**src/hw/rtl/ssp_div.sv**
```systemverilog
// ----------------------------------------------------------------------------
// Pipelined unsigned divider with overflow flag
// One quotient bit per stage after an overflow check, so a new item may enter
// every cycle while en is high; side data travels with each item.
// ----------------------------------------------------------------------------
module ssp_div #(
	parameter int NW = 52,
	parameter int DW = 32,
	parameter int QW = 24,
	parameter int SW = 1
) (
	input  logic          clk,
	input  logic          arst_n,
	input  logic          en,
	input  logic          in_valid,
	input  logic [NW-1:0] num,
	input  logic [DW-1:0] den,
	input  logic [SW-1:0] in_side,
	output logic          out_valid,
	output logic [QW-1:0] quo,
	output logic          ovf,
	output logic [SW-1:0] out_side
);

	localparam int CW = (NW > DW + QW) ? NW : DW + QW;

	logic          v_s    [0:QW];
	logic [CW-1:0] rem_s  [0:QW];
	logic [DW-1:0] den_s  [0:QW];
	logic [QW-1:0] q_s    [0:QW];
	logic          ovf_s  [0:QW];
	logic [SW-1:0] side_s [0:QW];

	// The quotient fits in QW bits only when the numerator is below den * 2^QW.
	always_ff @(posedge clk or negedge arst_n) begin
		if (!arst_n) begin
			v_s[0] <= 1'b0;
		end else if (en) begin
			v_s[0] <= in_valid;
		end
	end

	always_ff @(posedge clk) begin
		if (en) begin
			rem_s[0]  <= CW'(num);
			den_s[0]  <= den;
			q_s[0]    <= '0;
			ovf_s[0]  <= CW'(num) >= (CW'(den) << QW);
			side_s[0] <= in_side;
		end
	end

	for (genvar k = 1; k <= QW; k++) begin : g_step
		localparam int B = QW - k;
		logic [CW-1:0] trial;
		logic          ge;
		logic [QW-1:0] qbit;

		assign trial = CW'(den_s[k-1]) << B;
		assign ge    = rem_s[k-1] >= trial;
		assign qbit  = QW'(ge) << B;

		always_ff @(posedge clk or negedge arst_n) begin
			if (!arst_n) begin
				v_s[k] <= 1'b0;
			end else if (en) begin
				v_s[k] <= v_s[k-1];
			end
		end

		always_ff @(posedge clk) begin
			if (en) begin
				rem_s[k]    <= ge ? rem_s[k-1] - trial : rem_s[k-1];
				den_s[k]    <= den_s[k-1];
				q_s[k]      <= q_s[k-1] | qbit;
				ovf_s[k]    <= ovf_s[k-1];
				side_s[k]   <= side_s[k-1];
			end
		end
	end

	assign out_valid = v_s[QW];
	assign quo       = q_s[QW];
	assign ovf       = ovf_s[QW];
	assign out_side  = side_s[QW];

endmodule

```
**config.mk**
```make
export PLATFORM = sky130hd
export DESIGN_NAME = ssp_div
export DESIGN_NICKNAME = d
export VERILOG_FILES = /design/src/hw/rtl/ssp_div.sv
export SDC_FILE = /design/constraint.sdc
export NUM_CORES = 2
export LEC_CHECK = 0
export BUFFER_PORTS_ARGS = -buffer_cell sky130_fd_sc_hd__buf_2
export CORE_ASPECT_RATIO = 0.9
export CORE_UTILIZATION = 28
export DETAILED_ROUTE_END_ITERATION = 6
export PLACE_DENSITY = 0.49
export SLEW_MARGIN = 40
export SYNTH_ARGS = -nofsm -noshare
export SYNTH_HDL_FRONTEND = slang
export SYNTH_SLANG_ARGS = --single-unit
```
**constraint.sdc**
```tcl
create_clock -name clk -period 7 [get_ports clk]
set_input_delay 0 -clock clk [delete_from_list [all_inputs] [get_ports clk]]
set_output_delay 0 -clock clk [all_outputs]
set_load 0.01 [all_outputs]
```
==> summary.md <==
| Metric | Value |
|---|---|
| R2R setup slack | 2.22 ns |
| Critical Path Start Type | register |
| Worst r2r path cells | 10 |
| CTS Hold Bufs | 179 |
| Min-delay worst type | input pin to register |
| Core ar. | 472200 um2 |
| Most used cell along the critical path | a211oi_1 |
| Initial antenna violation count | 5 |
| Clock Sinks | 2483 |
| Share of layout cells above drive strength 1 | 0.07345 |
| Htree depth | 5 |
| Worst reg2reg path endpoint | rem_s[1][409] |
| Slack of the critical path | 2.218 ns |
| IO Port Bufs | 115 |
| Rows | 239 |
| Die footprint | 478500 um2 |
| Fin Hold WS | 0.1491 ns |
| First-pass detailed-route iteration total | 6 |
| Avg WL per Cell | 17.90 um |
| Crit Path Class | register to register |
| GR Util All Layers | 0.1341 |
| FMAX | 0.2091 GHz |
| Resized cells post-CTS | 0 |
| Fin Setup TNS | 0 ns |
| Max-Cap Viols | 0 |
| Worst endpoint data arrival time | 5.44 ns |
| Yosys warns | 0 |
| RSZ-0062 raised after global routing | false |
| Status | finished, final reports clean |
| Peak VDD IR | 194.1 uV |
| Clock buffer depth | 4 |
| HP Start | en |
| Final Non-Filler Cells | 18520 |
| Mapped Area | 133200 um2 |
| Root buffer cell | clkbuf_16 |
| Width of the chip | 729.1 um |
| First-pass GRT wire length | 512900 um |
| Pin count of the biggest net entering global routing | 159 |
| Worst path cell trace | ha_1 -> nor2b_1 -> o31a_1 -> o311ai_1 -> a211oi_1 -> a211oi_1 -> nand3_1 -> a41oi_4 -> buf_4 -> mux2_2 |
| CTS tree | built |
| Chip height | 656.4 um |
| Number of antenna-violating nets in the routed design | 0 |
| Ys flop type | edfxtp_1 |
| Via count | 88240 |
| Worst Tran Pin Value | 0.9312 ns |
| Final Slew Violations | 0 |
| Slew Limit Headroom | 0.3735 |
| Cells after DPL | 17820 |
| Routed WL | 331600 um |
| Leak pwr | 58.24 nW |
| Post CTS Setup Buffer Count | 0 |
| Number of global-route vias before repair | 87870 |
| Initial DRC Count | 5705 |
| Worst Path Max Fanout | 49 |
| Final min period | 4.782 ns |
| PwrDens | 395.4 nW/um2 |
| Initial core utilization | 0.2821 |
| Vias/cell | 4.764 |
| End of the worst hold path | den_s[0][29] |
| CP max stage cell | a211oi_1 |
| Clock Skew | 0.08203 ns |
| Netlist cell types | 102 |
| Area grow syn2layout | 14.47% |
| Seq/Total Area, Yosys | 0.5588 |
| Final #Nets | 12940 |
| Syn nets | 12620 |
| Clock-pin slew on the worst setup and hold paths | 0.06 ns |
| Crit end category | register |
| HPWL after DPL | 250000 um |
| # IOs | 116 |
| DR DRC count | 0 |
| Number of CTS-inserted buffers | 292 |
| Tcrit/Tclk final | 0.6831 |
| Routability cong. | 0.8804 |
| FFs w/ async S/R, synth | 0.01007 |
| Yosys reg bits | 2483 |
| Crit Reg-Reg Startpoint | rem_s[1][346] |
| Post-synth EDFFs | 2458 |
| Worst Hold Depth | 2 |
| Post-place setup slack | 2.206 ns |
| Gr ovfl total | 0 |
| Tot Pwr | 60.30 mW |
| Setup violators final | 0 |
| WP data required | 7.66 ns |
| Synth Area per Inst | 11.37 um2 |
| Final hold violation count | 0 |
| Post-Syn Instances | 11710 |
| CP max stage delay | 0.73 ns |
| Clock Latency Late Sink | 0.94 ns |
[registers in the layout, summed over array words and instances, names as in the netlist]
name       cells
rem_s       1340
v_s           24
ovf_s         25
out_valid      1
den_s        768
q_s          300
side_s        25
[metal layers]
layer  global-route usage  share of wire  up-vias
met2               0.2339           0.48     1575
met5                    0              0        -
met4              0.04777          0.038        0
li1                     -              -    43950
met1               0.1697           0.44    42150
met3              0.01751          0.036      567
[area by class of cell]
cell class	count	area (um2)
Tap cell	6266	7840
Timing Repair Buffer	370	3266
Antenna cell	3	7.507
Multi-Input combinational cell	7828	53690
Sequential cell	2483	74440
Clock inverter	177	1665
Clock buffer	339	7611
Fill cell	47450	319700
Inverter	1057	3970
[worst max-delay path by stage]
stage,cells after the start,slack [ns],endpoint,from
2_1_floorplan,16,3.31,rem_s[0][360],rem_s[0][298]
3_3_place_gp,10,2.23,rem_s[1][402],rem_s[1][346]
3_5_place_dp,10,2.21,rem_s[1][409],rem_s[1][346]
4_1_cts,10,2.19,rem_s[1][409],rem_s[1][346]
5_1_grt,10,1.87,rem_s[1][409],rem_s[1][346]
6_report,10,2.22,rem_s[1][409],rem_s[1][346]
[kinds of logic (layout without fill, tap and decap cells)]
| family | Yosys count | count (layout) | share of synthesized area |
|---|---|---|---|
| xor+xnor | 886 | 886 | 0.05825 |
| simple gates | 2970 | 2970 | 0.1104 |
| fa+ha+maj | 816 | 816 | 0.07794 |
| mux | 189 | 189 | 0.01584 |
| flops | 2483 | 2483 | 0.5588 |
| compound gates | 2967 | 2967 | 0.1384 |
| buf+inv | 1401 | 1943 | 0.04037 |
| other cells | 0 | 3 | 0 |
[power breakdown]
group	leakage (nW)	switching, mW	internal, mW
logic	29.6	13.0	9.26
registers	24.1	2.37	20.7
clock network	4.54	6.30	8.68
total	58.2	21.6	38.7
[synth_stat cells, types with 24 or more instances]
| master | number | area, um2 |
|---|---|---|
| dfrtp_1 | 25 | 625.6 |
| a21o_1 | 432 | 3243 |
| nor3_1 | 221 | 1106 |
| nor4b_1 | 38 | 332.8 |
| o21ai_0 | 662 | 3313 |
| a31oi_1 | 81 | 506.7 |
| nand3_1 | 195 | 975.9 |
| xnor2_1 | 505 | 4423 |
| o2111ai_1 | 29 | 254.0 |
| and2_1 | 35 | 219.0 |
| a2111oi_0 | 24 | 210.2 |
| o21bai_1 | 119 | 893.4 |
| or2_2 | 38 | 237.7 |
| nand2b_1 | 107 | 669.4 |
| buf_1 | 32 | 120.1 |
| o31ai_1 | 74 | 555.5 |
| nor2_1 | 750 | 2815 |
| buf_4 | 24 | 180.2 |
| o211ai_1 | 56 | 420.4 |
| edfxtp_1 | 2458 | 73810 |
| inv_1 | 1053 | 3953 |
| clkbuf_1 | 267 | 1002 |
| a211oi_1 | 74 | 555.5 |
| and3_1 | 89 | 556.8 |
| nor4_1 | 148 | 925.9 |
| nand4_1 | 181 | 1132 |
| a21oi_1 | 1041 | 5210 |
| ha_1 | 793 | 9922 |
| nor2b_1 | 114 | 713.2 |
| or3_1 | 73 | 456.7 |
| nand3b_1 | 26 | 195.2 |
| mux2_2 | 174 | 1959 |
| and4_1 | 30 | 262.8 |
| a21boi_0 | 28 | 210.2 |
| xor2_1 | 381 | 3337 |
| nand2_1 | 794 | 2980 |
| nand4b_1 | 28 | 245.2 |
| o21a_1 | 87 | 653.1 |
| or4_1 | 46 | 345.3 |
[metrics by stage]
stage | instance area, um2 | utilization
finish | 152500 | 0.3229
global route | 152500 | 0.3229
CTS | 152400 | 0.3227
detailed placement | 141300 | 0.2992
global placement | 141100 | 0.2989
floorplan | 133200 | -
[worst max-delay path, delay by kind of cell (launching register included)]
family / cells / cell delay [ns]
AOI/OAI and AO/OA: 5 / 2.39
adders and majority gates: 1 / 0.33
buffers and inverters: 1 / 0.53
DFF: 1 / 0.44
muxes: 1 / 0.40
and+or+nand+nor: 2 / 0.40
[cell usage in the layout (no fill, tap or decap), drive strengths merged, types with 195 or more instances in the layout]
cell type     n
a21o        432
a21oi      1042
clkbuf      340
edfxtp     2458
ha          793
inv        1078
nand2       794
nand3       195
nor2        751
nor3        224
o21ai       666
xnor2       505
xor2        381
No activity file was read; power rests on OpenSTA's default activity.
